===== config.mk =====
export PLATFORM = sky130hd
export DESIGN_NAME = rrbc_fifo
export DESIGN_NICKNAME = d
export VERILOG_FILES = /design/src/hw/rtl/rom_ram_bank_controller_core_macros.svh /design/src/hw/rtl/rrbc_fifo.sv
export SDC_FILE = /design/constraint.sdc
export NUM_CORES = 1
export LEC_CHECK = 0
export ABC_AREA = 1
export BUFFER_PORTS_ARGS = -buffer_cell sky130_fd_sc_hd__buf_2
export CORE_UTILIZATION = 56
export CTS_BUF_LIST = sky130_fd_sc_hd__clkbuf_8
export DETAILED_ROUTE_END_ITERATION = 7
export PLACE_DENSITY = 0.83
export SYNTH_ARGS = -nofsm -noshare
export SYNTH_HDL_FRONTEND = slang
export SYNTH_SLANG_ARGS = --single-unit

===== constraint.sdc =====
create_clock -name clk -period 3 [get_ports clk]
set_clock_uncertainty 0.15 [all_clocks]
set_input_delay 0.45 -clock clk [delete_from_list [all_inputs] [get_ports clk]]
set_output_delay 0.45 -clock clk [all_outputs]
set_load 0.005 [all_outputs]

===== src/hw/rtl/rom_ram_bank_controller_core_macros.svh =====
// Assertion helpers used by the RTL back end.
`ifndef ROM_RAM_BANK_CONTROLLER_CORE_MACROS_SVH
`define ROM_RAM_BANK_CONTROLLER_CORE_MACROS_SVH

// Same-cycle implication under the asynchronous reset.
`define RRBC_ASSERT_NOW(label, clk, rst_n, ante, cons) \
	label: assert property (@(posedge clk) disable iff (!rst_n) (ante) |-> (cons)) \
		else $error("rrbc assertion failed");

// Next-cycle implication under the asynchronous reset.
`define RRBC_ASSERT_NEXT(label, clk, rst_n, ante, cons) \
	label: assert property (@(posedge clk) disable iff (!rst_n) (ante) |=> (cons)) \
		else $error("rrbc assertion failed");

`endif


===== src/hw/rtl/rrbc_fifo.sv =====
module rrbc_fifo #(
	parameter int W     = 8,
	parameter int DEPTH = 2
) (
	input  logic                       clk,
	input  logic                       arst_n,
	input  logic                       wr_en,
	input  logic [W-1:0]               wr_data,
	output logic                       full,
	input  logic                       rd_en,
	output logic [W-1:0]               rd_data,
	output logic                       empty,
	output logic [$clog2(DEPTH+1)-1:0] count
);

	localparam int PW = $clog2(DEPTH);
	localparam int CW = $clog2(DEPTH + 1);

	logic [W-1:0]  mem_q [DEPTH];
	logic [PW-1:0] wr_ptr_q;
	logic [PW-1:0] rd_ptr_q;
	logic [CW-1:0] count_q;

	assign full    = (count_q == CW'(DEPTH));
	assign empty   = (count_q == '0);
	assign count   = count_q;
	assign rd_data = mem_q[rd_ptr_q];

	always_ff @(posedge clk) begin
		if (wr_en) begin
			mem_q[wr_ptr_q] <= wr_data;
		end
	end

	always_ff @(posedge clk or negedge arst_n) begin
		if (!arst_n) begin
			wr_ptr_q <= '0;
			rd_ptr_q <= '0;
			count_q  <= '0;
		end else begin
			if (wr_en) begin
				wr_ptr_q <= wr_ptr_q + PW'(1);
			end
			if (rd_en) begin
				rd_ptr_q <= rd_ptr_q + PW'(1);
			end
			case ({wr_en, rd_en})
				2'b10:   count_q <= count_q + CW'(1);
				2'b01:   count_q <= count_q - CW'(1);
				default: count_q <= count_q;
			endcase
		end
	end

endmodule


==> flow_summary.toml <==
[outcome]
outcome = "complete, no violations"

[clock_tree]
clock_latency_ns = 0.25
clkTransAtPathRegs_ns = 0.07
cts-buffers-inserted = 3
cts.sinks = 20
clockBufferDepth = 2
cts_tree = "done"
htree_levels = 1
root_buffer = "clkbuf_8"

[routing]
drtIter0Drc = 15
routed_wl_mm = 1.259
detail_route.wl_per_cell_um = 11.77
dr.pass1.iters = 4
route.detailed.drc = 0
num_vias = 528
via_per_inst = 4.935
ant_nets = 0

[worst_setup_path]
r2r-end = "mem_q[0][4]"
arrival_ns = 1.31
critPathKind = "flip-flop to output pin"
r2r-start = "wr_ptr_q"
end_kind = "output pin"
worstRegToRegCells = 1
required_ns = 2.40
cp-start-kind = "flip-flop"
r2r_setup_slack_ns = 1.53
path_max_fanout = 17

[power_and_ir_drop]
vdd_drop_max_mv = 0.6289
power.density_nw_per_um2 = 861.4
power.leakage_nw = 0.4660

[placement]
dp_hpwl_um = 920.2
gp_congestion = 0.6147
numPortBuffers = 23

[min_path]
worstHoldEndpoint = "mem_q[0][5]"
hold_path_depth = 1
min_from = "wr_data[5]"
hold_class = "input port to flip-flop"

[timing]
drv_slew = 0
max_freq_mhz = 523.4
finalSetupViolations = 0
hold_ws_ns = 0.2293
worst_pin_slew_ns = 0.6755
rsz0062_at_grt = "false"
period_share_pct = 63.69
hold_viol_final = 0
slew_headroom_pct = 54.80
setup_tns_ns = 0
period_minus_slack_ns = 1.911

[die]
io_pins = 24
dieWidth_um = 40.29
core_area_um2 = 1334
fp.dieH_um = 40.29
initial_core_util_pct = 61.54
dieArea_um2 = 1623
row_count = 13

[grt]
grt-ovfl-total = 0
grt_max_degree = 18
grt_pass1_vias = 424
antenna_found_initial = 0
grt_usage_pct = 17.82
grt_util_met3_pct = 5.000
gr-max-usage-layer = "met2"
grt_use_met2_pct = 31.05
grt_pass1_wl_mm = 1.759
met1_usage_pct = 20.45

[layout]
regArea_um2 = 580.6
num_antenna_cells = 0
drive_above_1_share_pct = 31.52
area_growth_pct = 19.82
nets = 106
n_fill_cell = 97
multi_input_area_um2 = 161.4

[logic_synthesis]
syn_area_um2 = 820.8
synth_seq_area_share_pct = 70.73
yosysTopAreaCell = "edfxtp_1"
yosys_warnings = 0
yosys.area.top_type_share_pct = 58.54
synth.avg_cell_area_um2 = 12.44
ys_ff_latch = 20
synth_area_leaders = "edfxtp_1 59%, dfrtp_1 12%, inv_1 6.4%"
syn_inst = 66
yosysUniqueCellTypes = 14
synthesis.nets = 79

[flow_run]
cap_violations = 0
through the flow:
step / instances / setup slack [ns] / power (W) / util (%) / cell area, µm²
2_1_floorplan: 66 / 1.628 / 0.0005993 / - / 820.8
3_3_place_gp: 102 / 1.413 / 0.0006624 / 69.61 / 928.4
3_5_place_dp: 102 / 1.347 / 0.0006813 / 69.61 / 928.4
4_1_cts: 107 / 1.082 / 0.0008520 / 73.73 / 983.4
5_1_grt: 107 / 0.9650 / 0.0009056 / 73.73 / 983.4
6_report: 107 / 1.089 / 0.0008471 / 73.73 / 983.4
layout make-up:
type                    count  area share (%)
repair buffers             24           12.72
well taps                  15           1.908
flip-flops and latches     20           59.03
inverters                  14           5.344
clock buffers               3           4.198
clock inverters             1          0.3817
multi-input cells          30           16.41
repair_timing:
item	4_1_cts	5_1_grt
gates resized for setup	0	0
hold buffers	1	0
setup buffers	0	0
endpoints found under the hold margin	4	0
worst max-delay path by stage:
stage	cells past startpoint	start	end	slack (ns)
floorplan	2	wr_en	mem_q[0][0]	1.63
global placement	3	wr_en	mem_q[0][7]	1.41
detailed placement	3	wr_en	mem_q[0][7]	1.35
CTS	3	rd_ptr_q	rd_data[2]	1.08
global route	3	rd_ptr_q	rd_data[3]	0.96
finish	3	rd_ptr_q	rd_data[2]	1.09
Yosys cell counts:
cell type,n
buf_6,1
buf_8,1
edfxtp_1,16
dfrtp_1,4
inv_1,14
nand3_1,1
xnor2_1,1
o21ai_0,5
o21ai_2,3
xor2_1,2
nand2_1,13
nor2_1,3
ha_1,1
nand4_1,1
sequential cells by signal, summed over array words and instances (netlist names):
signal and count:
count 2, mem_q 16, rd_ptr_q 1, wr_ptr_q 1
cells by family after synthesis:
group,share of synthesized area (%)
AOI/OAI and AO/OA,6.250
DFF,70.73
and+or+nand+nor,8.689
buffers and inverters,9.603
xor gates and xnor gates,3.202
adders and majority gates,1.524
per-layer routing:
layer / part of all wire (%) / routed length (µm)
met1: 39 / 490
met2: 54 / 677
met3: 6.2 / 78
met5: 0 / 0
met4: 0.95 / 12
worst max-delay path, stage by stage (launching register included):
cell and delay (ns):
dfrtp_1 0.69, nand2_1 0.11, o21ai_0 0.11, buf_2 0.15
cells in the final DEF (no fill, tap or decap), drive strengths merged:
master and n:
clkbuf 3, xnor2 1, xor2 2, dlygate4sd3 1, dfrtp 4, inv 14, buf 23, nand3 1
nand2 13, o21ai 8, nand4 1, nor2 3, edfxtp 16, ha 1, clkinv 1
power by group:
part | internal (W) | switching (W) | leakage [nW]
clock | 0.0000910 | 0.0000824 | 0.0231
combinational | 0.000110 | 0.000119 | 0.246
sequential | 0.000377 | 0.0000684 | 0.197
total | 0.000578 | 0.000269 | 0.466
No activity file was read; power rests on OpenSTA's default activity.
