$ cat src/hw/rtl/rom_ram_bank_controller_core_macros.svh
// Assertion helpers used by the RTL back end.
`ifndef ROM_RAM_BANK_CONTROLLER_CORE_MACROS_SVH
`define ROM_RAM_BANK_CONTROLLER_CORE_MACROS_SVH

// Same-cycle implication under the asynchronous reset.
`define RRBC_ASSERT_NOW(label, clk, rst_n, ante, cons) \
	label: assert property (@(posedge clk) disable iff (!rst_n) (ante) |-> (cons)) \
		else $error("rrbc assertion failed");

// Next-cycle implication under the asynchronous reset.
`define RRBC_ASSERT_NEXT(label, clk, rst_n, ante, cons) \
	label: assert property (@(posedge clk) disable iff (!rst_n) (ante) |=> (cons)) \
		else $error("rrbc assertion failed");

`endif

$ cat src/hw/rtl/rrbc_pkg.sv
package rrbc_pkg;

	localparam int ROM_W     = 21;
	localparam int RAM_IDX_W = 15;
	localparam int CMD_DEPTH = 2;
	localparam int RES_DEPTH = 4;

	localparam logic [2:0] KIND_ROM_READ  = 3'd0;
	localparam logic [2:0] KIND_RAM       = 3'd1;
	localparam logic [2:0] KIND_RAM_OFF   = 3'd2;
	localparam logic [2:0] KIND_REG_WRITE = 3'd3;
	localparam logic [2:0] KIND_UNMAPPED  = 3'd4;

	localparam logic OP_READ  = 1'b0;
	localparam logic OP_WRITE = 1'b1;

	// Configuration register index (paddr[2])
	localparam logic REG_ROM_MASK = 1'b0;
	localparam logic REG_RAM_MASK = 1'b1;

	// Control register select, address bits 14:13 of a write below 0x8000
	localparam logic [1:0] CTL_RAM_ENABLE = 2'd0;
	localparam logic [1:0] CTL_ROM_BANK   = 2'd1;
	localparam logic [1:0] CTL_UPPER_BITS = 2'd2;
	localparam logic [1:0] CTL_MODE       = 2'd3;

	localparam logic [7:0] BYTE_OPEN = 8'hFF;

	typedef struct packed {
		logic       operation;
		logic [15:0] address;
		logic [7:0]  write_data;
	} access_t;

	typedef struct packed {
		logic [7:0]       read_data;
		logic [ROM_W-1:0] rom_address;
		logic [2:0]       access_kind;
	} result_t;

	typedef struct packed {
		logic [ROM_W-1:0]     rom_mask;
		logic [RAM_IDX_W-1:0] ram_mask;
	} cfg_t;

	// Classified transaction handed from front to back
	typedef struct packed {
		logic [2:0]           kind;
		logic [ROM_W-1:0]     rom_address;
		logic [7:0]           read_data;
		logic                 ram_rd;
		logic                 ram_wr;
		logic [RAM_IDX_W-1:0] ram_index;
		logic [7:0]           write_data;
	} cmd_t;

endpackage

$ cat src/hw/rtl/rrbc_front.sv
module rrbc_front import rrbc_pkg::*; #(
	parameter int ROM_ADDR_BITS = 21
) (
	input  logic    clk,
	input  logic    arst_n,
	input  logic    push,
	input  access_t access,
	input  cfg_t    cfg,
	input  logic    cmd_full,
	output logic    cmd_valid,
	output cmd_t    cmd
);

	localparam logic [ROM_W-1:0] ROM_LIM = ROM_W'((64'd1 << ROM_ADDR_BITS) - 64'd1);

	logic       ram_enabled_q;
	logic [4:0] lower_bank_q;
	logic [1:0] upper_bits_q;
	logic       banking_mode_q;

	logic             accept;
	logic             is_wr;
	logic             in_ctrl;
	logic             in_ram;
	logic [4:0]       bank;
	logic [1:0]       upper_eff;
	logic [ROM_W-1:0] rom_raw;
	logic [RAM_IDX_W-1:0] ram_raw;

	assign accept = push && !cmd_full;
	assign is_wr  = (access.operation == OP_WRITE);
	assign in_ctrl = !access.address[15];
	assign in_ram  = (access.address[15:13] == 3'b101);

	// Bank zero maps to bank one in the switchable window
	assign bank      = (lower_bank_q == 5'd0) ? 5'd1 : lower_bank_q;
	assign upper_eff = banking_mode_q ? upper_bits_q : 2'b00;

	always_comb begin
		if (!access.address[14]) begin
			rom_raw = {upper_eff, 5'd0, access.address[13:0]};
		end else begin
			rom_raw = {upper_bits_q, bank, access.address[13:0]};
		end
		ram_raw = {upper_eff, access.address[12:0]};
	end

	always_comb begin
		cmd             = '0;
		cmd.write_data  = access.write_data;
		cmd.ram_index   = ram_raw & cfg.ram_mask;
		if (in_ctrl) begin
			if (is_wr) begin
				cmd.kind = KIND_REG_WRITE;
			end else begin
				cmd.kind        = KIND_ROM_READ;
				cmd.rom_address = rom_raw & cfg.rom_mask & ROM_LIM;
			end
		end else if (in_ram) begin
			if (ram_enabled_q) begin
				cmd.kind   = KIND_RAM;
				cmd.ram_wr = is_wr;
				cmd.ram_rd = !is_wr;
			end else begin
				cmd.kind      = KIND_RAM_OFF;
				cmd.read_data = is_wr ? 8'h00 : BYTE_OPEN;
			end
		end else begin
			cmd.kind      = KIND_UNMAPPED;
			cmd.read_data = is_wr ? 8'h00 : BYTE_OPEN;
		end
	end

	assign cmd_valid = accept;

	// Bank registers change in transaction order, ahead of the queue
	always_ff @(posedge clk or negedge arst_n) begin
		if (!arst_n) begin
			ram_enabled_q  <= 1'b0;
			lower_bank_q   <= 5'd0;
			upper_bits_q   <= 2'd0;
			banking_mode_q <= 1'b0;
		end else if (accept && in_ctrl && is_wr) begin
			case (access.address[14:13])
				CTL_RAM_ENABLE: ram_enabled_q  <= (access.write_data[3:0] & 4'hA) == 4'hA;
				CTL_ROM_BANK:   lower_bank_q   <= access.write_data[4:0];
				CTL_UPPER_BITS: upper_bits_q   <= access.write_data[1:0];
				default:        banking_mode_q <= access.write_data[0];
			endcase
		end
	end

endmodule

$ cat config.mk
export PLATFORM = sky130hd
export DESIGN_NAME = rrbc_front
export DESIGN_NICKNAME = d
export VERILOG_FILES = /design/src/hw/rtl/rom_ram_bank_controller_core_macros.svh /design/src/hw/rtl/rrbc_pkg.sv /design/src/hw/rtl/rrbc_front.sv
export SDC_FILE = /design/constraint.sdc
export NUM_CORES = 1
export LEC_CHECK = 0
export ABC_AREA = 0
export BUFFER_PORTS_ARGS = -buffer_cell sky130_fd_sc_hd__buf_2
export CAP_MARGIN = 40
export CORE_UTILIZATION = 30
export DETAILED_ROUTE_END_ITERATION = 6
export PLACE_DENSITY = 0.8
export SLEW_MARGIN = 0
export SYNTH_ARGS = -nofsm -noshare
export SYNTH_HDL_FRONTEND = slang
export SYNTH_SLANG_ARGS = --single-unit
export TNS_END_PERCENT = 10
$ cat constraint.sdc
create_clock -name clk -period 1.9 [get_ports clk]
set_input_delay 0 -clock clk [delete_from_list [all_inputs] [get_ports clk]]
set_output_delay 0 -clock clk [all_outputs]
set_load 0.05 [all_outputs]
==> impl_metrics.tcl, run 1 <==
set metrics [dict create \
    status "finished, final reports clean" \
    register_area_um2 225 \
    hp-class "in -> out" \
    layout_common_cells "116 x buf_2, 22 x and3_1, 14 x and2_1, 9 x dfrtp_1, 8 x mux2_4" \
    timing.final.crit_share 0.715 \
    max_slew_margin 0.728 \
    synth_top_cell_by_area "dfrtp_1" \
    ys_seq_area_frac 0.262 \
    grt.overflow.total 0 \
    cts_buffers 3 \
    cts-root-buf "clkbuf_4" \
    whs_ns 0.0000162 \
    htree_levels 1 \
    cts.clk_slew.worst_paths_ns 0.06 \
    required_ns 1.90 \
    power_frac_comb 0.502 \
    tns_ns 0 \
    clockBufferDepth 2 \
    grt_pass1_wl_um 4540 \
    n_fill_cell 277 \
    netlist_area_um2 861 \
    p_int_uw 461 \
    synth_seq_cells 9 \
    period_minus_slack_ns 1.36 \
    ant_nets 0 \
    yosys_warnings 0 \
    drtIter0Drc 30 \
    switching_share 0.427 \
    crit_path_end_kind "output port" \
    async_reset_ff_frac 1.00 \
    routedWlPerCell_um 12.2 \
    dpl.hpwl_um 2530 \
    vdd_ir_drop_max_v 0.000373 \
    post-place-ws_ns 0.718 \
    grt_pass1_vias 953 \
    cts_tree "yes" \
    port-buffer-count 116 \
    fmax_ghz 0.736 \
    finalInstanceArea_um2 1430 \
    finalNetCount 267 \
    grt.total_usage 0.187 \
    setup_viol 0 \
    clkPwrFrac 0.180 \
    drt_pass1_iterations 4 \
    drv_slew 0 \
    core_um2 2730 \
    cts_setup_buffers 0 \
    maxCapViolCount 0 \
    diodes 0 \
    grt_max_degree 14 \
    hold_buffers 3 \
    synthFlopType "dfrtp_1" \
    p_seq_frac 0.318 \
    setup_ws_ns 0.541 \
    ys_types 24 \
    p_per_area_nw_per_um2 564 \
    synth_top_cells_by_area "dfrtp_1 26%, and3_1 16%, mux2_4 14%" \
    clock_sinks 9 \
    cts_resized 0 \
    critPathMaxFanout 8 \
    synth_top_area_frac 0.262 \
    gp_congestion 0.733 \
    clk_latency_ns 0.25 \
    die_height_um 55.6 \
    tightest_slew_ns 0.408 \
    clock_skew_ns 0 \
    critPathArrivalTime_ns 1.36 \
    place_area_um2 1370 \
    cp-start-kind "flip-flop" \
    antenna_found_initial 0 \
    fp-row-count 19 \
    dieArea_um2 3090 \
    finalHoldViolCount 0 \
    routed_wl_um 2830 \
    via_count 1044 \
    ios 123 \
    p_leak_uw 0.00101 \
    syn-num-nets 158 \
    synth-edff-count 0 \
    drive_above_1_share 0.662 \
    switching_power_uw 344 \
    multi_input_area_um2 515 \
    initial_utilization 0.315 \
    final_util 0.522 \
    via_per_inst 4.50 \
    final_common_cell "buf_2" \
    critPathKind "reg -> out" \
    die_w_um 55.6 \
    avgSynthCellArea_um2 9.26 \
    drc 0 \
    area_delta_synth_final_pct 65.8 \
    synthCells 93 \
    rsz0062_at_grt "false" \
]
## critical path, cell delays in order (launching register included)
cell	delay, ns
dfrtp_1	0.41
a21oi_1	0.36
buf_2	0.35
## final timing paths
kind,start,to,slack (ns),depth (start not counted)
worst min-delay path,access[5],cmd[5],0.00002,0
worst min register to register,lower_bank_q[0]$_DFFE_PN0P_,lower_bank_q[0]$_DFFE_PN0P_,0.51,1
max in group asynchronous,arst_n,ram_enabled_q$_DFFE_PN0P_,1.60,2
worst max-delay path,ram_enabled_q$_DFFE_PN0P_,cmd[30],0.54,2
min in group asynchronous,arst_n,lower_bank_q[2]$_DFFE_PN0P_,0.12,2
worst max register to register,ram_enabled_q$_DFFE_PN0P_,ram_enabled_q$_DFFE_PN0P_,1.05,2
## per-layer routing
metal,GRT usage,share of wire
met5,0,0
met4,0.0464,0.0095
met3,0.0492,0.10
met2,0.269,0.43
met1,0.278,0.46
## sequential cells by signal, summed over array words and instances (netlist names)
signal / cells
banking_mode_q: 1
lower_bank_q: 5
ram_enabled_q: 1
upper_bits_q: 2
## synthesized netlist by cell type (all sizes together), types with 2 or more instances
master,number
nand3b,2
nand2,4
mux2,8
buf,15
and3,22
nor2,4
dfrtp,9
nor2b,2
nand3,2
and2,14
## logic make-up after synthesis
kind of cell,count (synthesis),synth area share
mux,8,0.140
compound gates,5,0.0465
flops,9,0.262
simple gates,54,0.413
buf+inv,17,0.140
## layout make-up
cell class              instances  area share
repair buffers                120       0.433
flip-flops and latches          9       0.158
clock buffers                   4      0.0184
inverters                       1     0.00263
multi-input cells              67       0.361
well taps                      31      0.0272
## through the flow
stage | instances | total power [uW]
CTS | 232 | 815
finish | 232 | 805
floorplan | 93 | 561
global route | 232 | 852
global placement | 225 | 657
detailed placement | 225 | 662
## power by group through the flow
stage,registers [uW],clock network (uW),logic [uW]
CTS,257,152,406
detailed placement,260,0,402
finish,256,145,404
global placement,259,0,397
global route,262,161,430
floorplan,249,0,312
(Power assumes the default switching activity.)
==> run 2, diff against run 1 <==
- clock period: 1.9 -> 1.27 ns (I/O delays scaled with it)
==> run 2 against run 1 <==
Effect of this change:
- routed wire length is 6.0% higher
- the run now ends with setup timing left
- sequential cell count stayed put
- total power is 53% higher
- worst setup slack worse by 0.54 ns
- sequential power is 53% higher
- final area is 1.9% higher
- highest routed layer unchanged
- largest cell class unchanged
- global-route usage is 1.0 points higher
- final cell count stayed put
==> impl_metrics.tcl, run 2 (synthesis gave the netlist of run 1 again) <==
set metrics [dict create \
    final_common_cell "buf_2" \
    ios 123 \
    clock_skew_ns 0 \
    grt-busiest-layer "met1" \
    status "complete, but fails checks" \
    rsz0062_at_grt "true" \
    cp-start-kind "flip-flop" \
    hp-class "in -> out" \
    clk_latency_ns 0.26 \
    place_area_um2 1380 \
    gp_congestion 0.735 \
    numPlacedInstances 225 \
    rr_startpoint "ram_enabled_q$_DFFE_PN0P_" \
    initial_utilization 0.315 \
    post-place-ws_ns 0.187 \
    regMostFlops "lower_bank_q" \
    grt_pass1_vias 901 \
    via_count 1051 \
    switching_share 0.434 \
    via_per_inst 4.53 \
    cts_buffers 3 \
    critPathMaxFanout 3 \
    switching_power_uw 535 \
    p_leak_uw 0.00102 \
    dpl.hpwl_um 2500 \
    finalHoldViolCount 0 \
    critPathArrivalTime_ns 1.27 \
    die_height_um 55.6 \
    crit_path_start "lower_bank_q[1]$_DFFE_PN0P_" \
    layout_common_cells "114 x buf_2, 22 x and3_1, 14 x and2_1, 8 x mux2_4, 8 x dfrtp_1" \
    tightest_slew_ns 0.273 \
    clockBufferDepth 2 \
    maxCapViolCount 0 \
    cts_setup_buffers 0 \
    n_fill_cell 262 \
    use_met3 0.0609 \
    clock_sinks 9 \
    tns_ns -0.00300 \
    grt.total_usage 0.197 \
    finalNetCount 267 \
    ant_nets 0 \
    critPathKind "reg -> out" \
    p_int_uw 698 \
    cts-root-buf "clkbuf_4" \
    cts.clk_slew.worst_paths_ns 0.06 \
    min_from "access[7]" \
    p_per_area_nw_per_um2 847 \
    fmax_ghz 0.786 \
    area_delta_synth_final_pct 69.0 \
    multi_input_area_um2 533 \
    grt_util_met1 0.291 \
    grt.overflow.total 0 \
    failed_checks "setup timing" \
    diodes 0 \
    timing.final.crit_share 1.00 \
    core_um2 2730 \
    power_frac_comb 0.501 \
    vdd_ir_drop_max_v 0.000639 \
    drv_slew 0 \
    antenna_found_initial 0 \
    setup_viol 1 \
    fp-row-count 19 \
    setup_ws_ns -0.00300 \
    finalNonFillerCells 232 \
    die_w_um 55.6 \
    period_minus_slack_ns 1.27 \
    required_ns 1.27 \
    cts_tree "yes" \
    port-buffer-count 116 \
    max_slew_margin 0.819 \
    reg_top3 "lower_bank_q: 5 flops, upper_bits_q: 2 flops" \
    finalInstanceArea_um2 1460 \
    clkPwrFrac 0.182 \
    crit_path_end_kind "output port" \
    htree_levels 1 \
    routedWlPerCell_um 12.9 \
    grt_pass1_wl_um 4550 \
    largest_register_ffs 5 \
    dieArea_um2 3090 \
    whs_ns 0.0000220 \
    routed_wl_um 3000 \
    drc 0 \
    use_met2 0.262 \
    drtIter0Drc 47 \
    p_seq_frac 0.317 \
    drt_pass1_iterations 4 \
    register_area_um2 226 \
    drive_above_1_share 0.677 \
    grt_max_degree 16 \
]
run 2: cell types whose count changed in the layout (fill, tap and decap cells not counted):
cell,previous run,this run
buf_6,0,1
a21oi_4,0,1
nor4_2,0,1
clkbuf_4,3,4
dfrtp_2,0,1
dfrtp_1,9,8
buf_2,116,114
a21oi_1,1,0
nor4_1,1,0
run 2: final timing paths:
check / to / slack, ns / depth (start not counted)
worst max-delay path: cmd[47] / -0.003 / 3
min in group asynchronous: lower_bank_q[1]$_DFFE_PN0P_ / 0.11 / 2
max in group asynchronous: ram_enabled_q$_DFFE_PN0P_ / 0.97 / 2
worst max register to register: ram_enabled_q$_DFFE_PN0P_ / 0.38 / 2
worst min register to register: lower_bank_q[0]$_DFFE_PN0P_ / 0.52 / 1
worst min-delay path: cmd[7] / 0.00002 / 0
run 2: final cells by class:
class | count | area share
clock buffers | 4 | 0.0181
inverters | 1 | 0.00258
multi-input cells | 67 | 0.366
flip-flops and latches | 9 | 0.156
well taps | 31 | 0.0267
repair buffers | 120 | 0.431
run 2: repair_timing:
| item | in CTS | in global routing |
|---|---|---|
| gates resized for setup | 2 | 3 |
| hold buffers | 3 | 0 |
| setup endpoints to repair | 1 | 12 |
| endpoints found under the hold margin | 11 | 0 |
run 2: per-stage QoR:
step	utilization	total power [uW]
after global placement	0.506	991
after floorplan	-	844
after CTS	0.529	1240
after global routing	0.532	1310
after detailed placement	0.506	996
final	0.532	1230
run 2: worst max-delay path, stage by stage (launching register included):
cell and delay (ns):
dfrtp_1 0.40, nor4_2 0.27, o211a_1 0.18, buf_6 0.16
run 2: metal layers:
metal / wire [um] / part of all wire
met1: 1430 / 0.48
met2: 1260 / 0.42
met3: 272 / 0.091
met4: 40 / 0.013
met5: 0 / 0
run 2: power groups by stage:
stage,Sequential [uW],Combinational (uW),Clock [uW]
6_report,391,618,224
4_1_cts,387,615,235
5_1_grt,403,652,250
3_5_place_dp,391,605,0
3_3_place_gp,390,601,0
2_1_floorplan,374,469,0
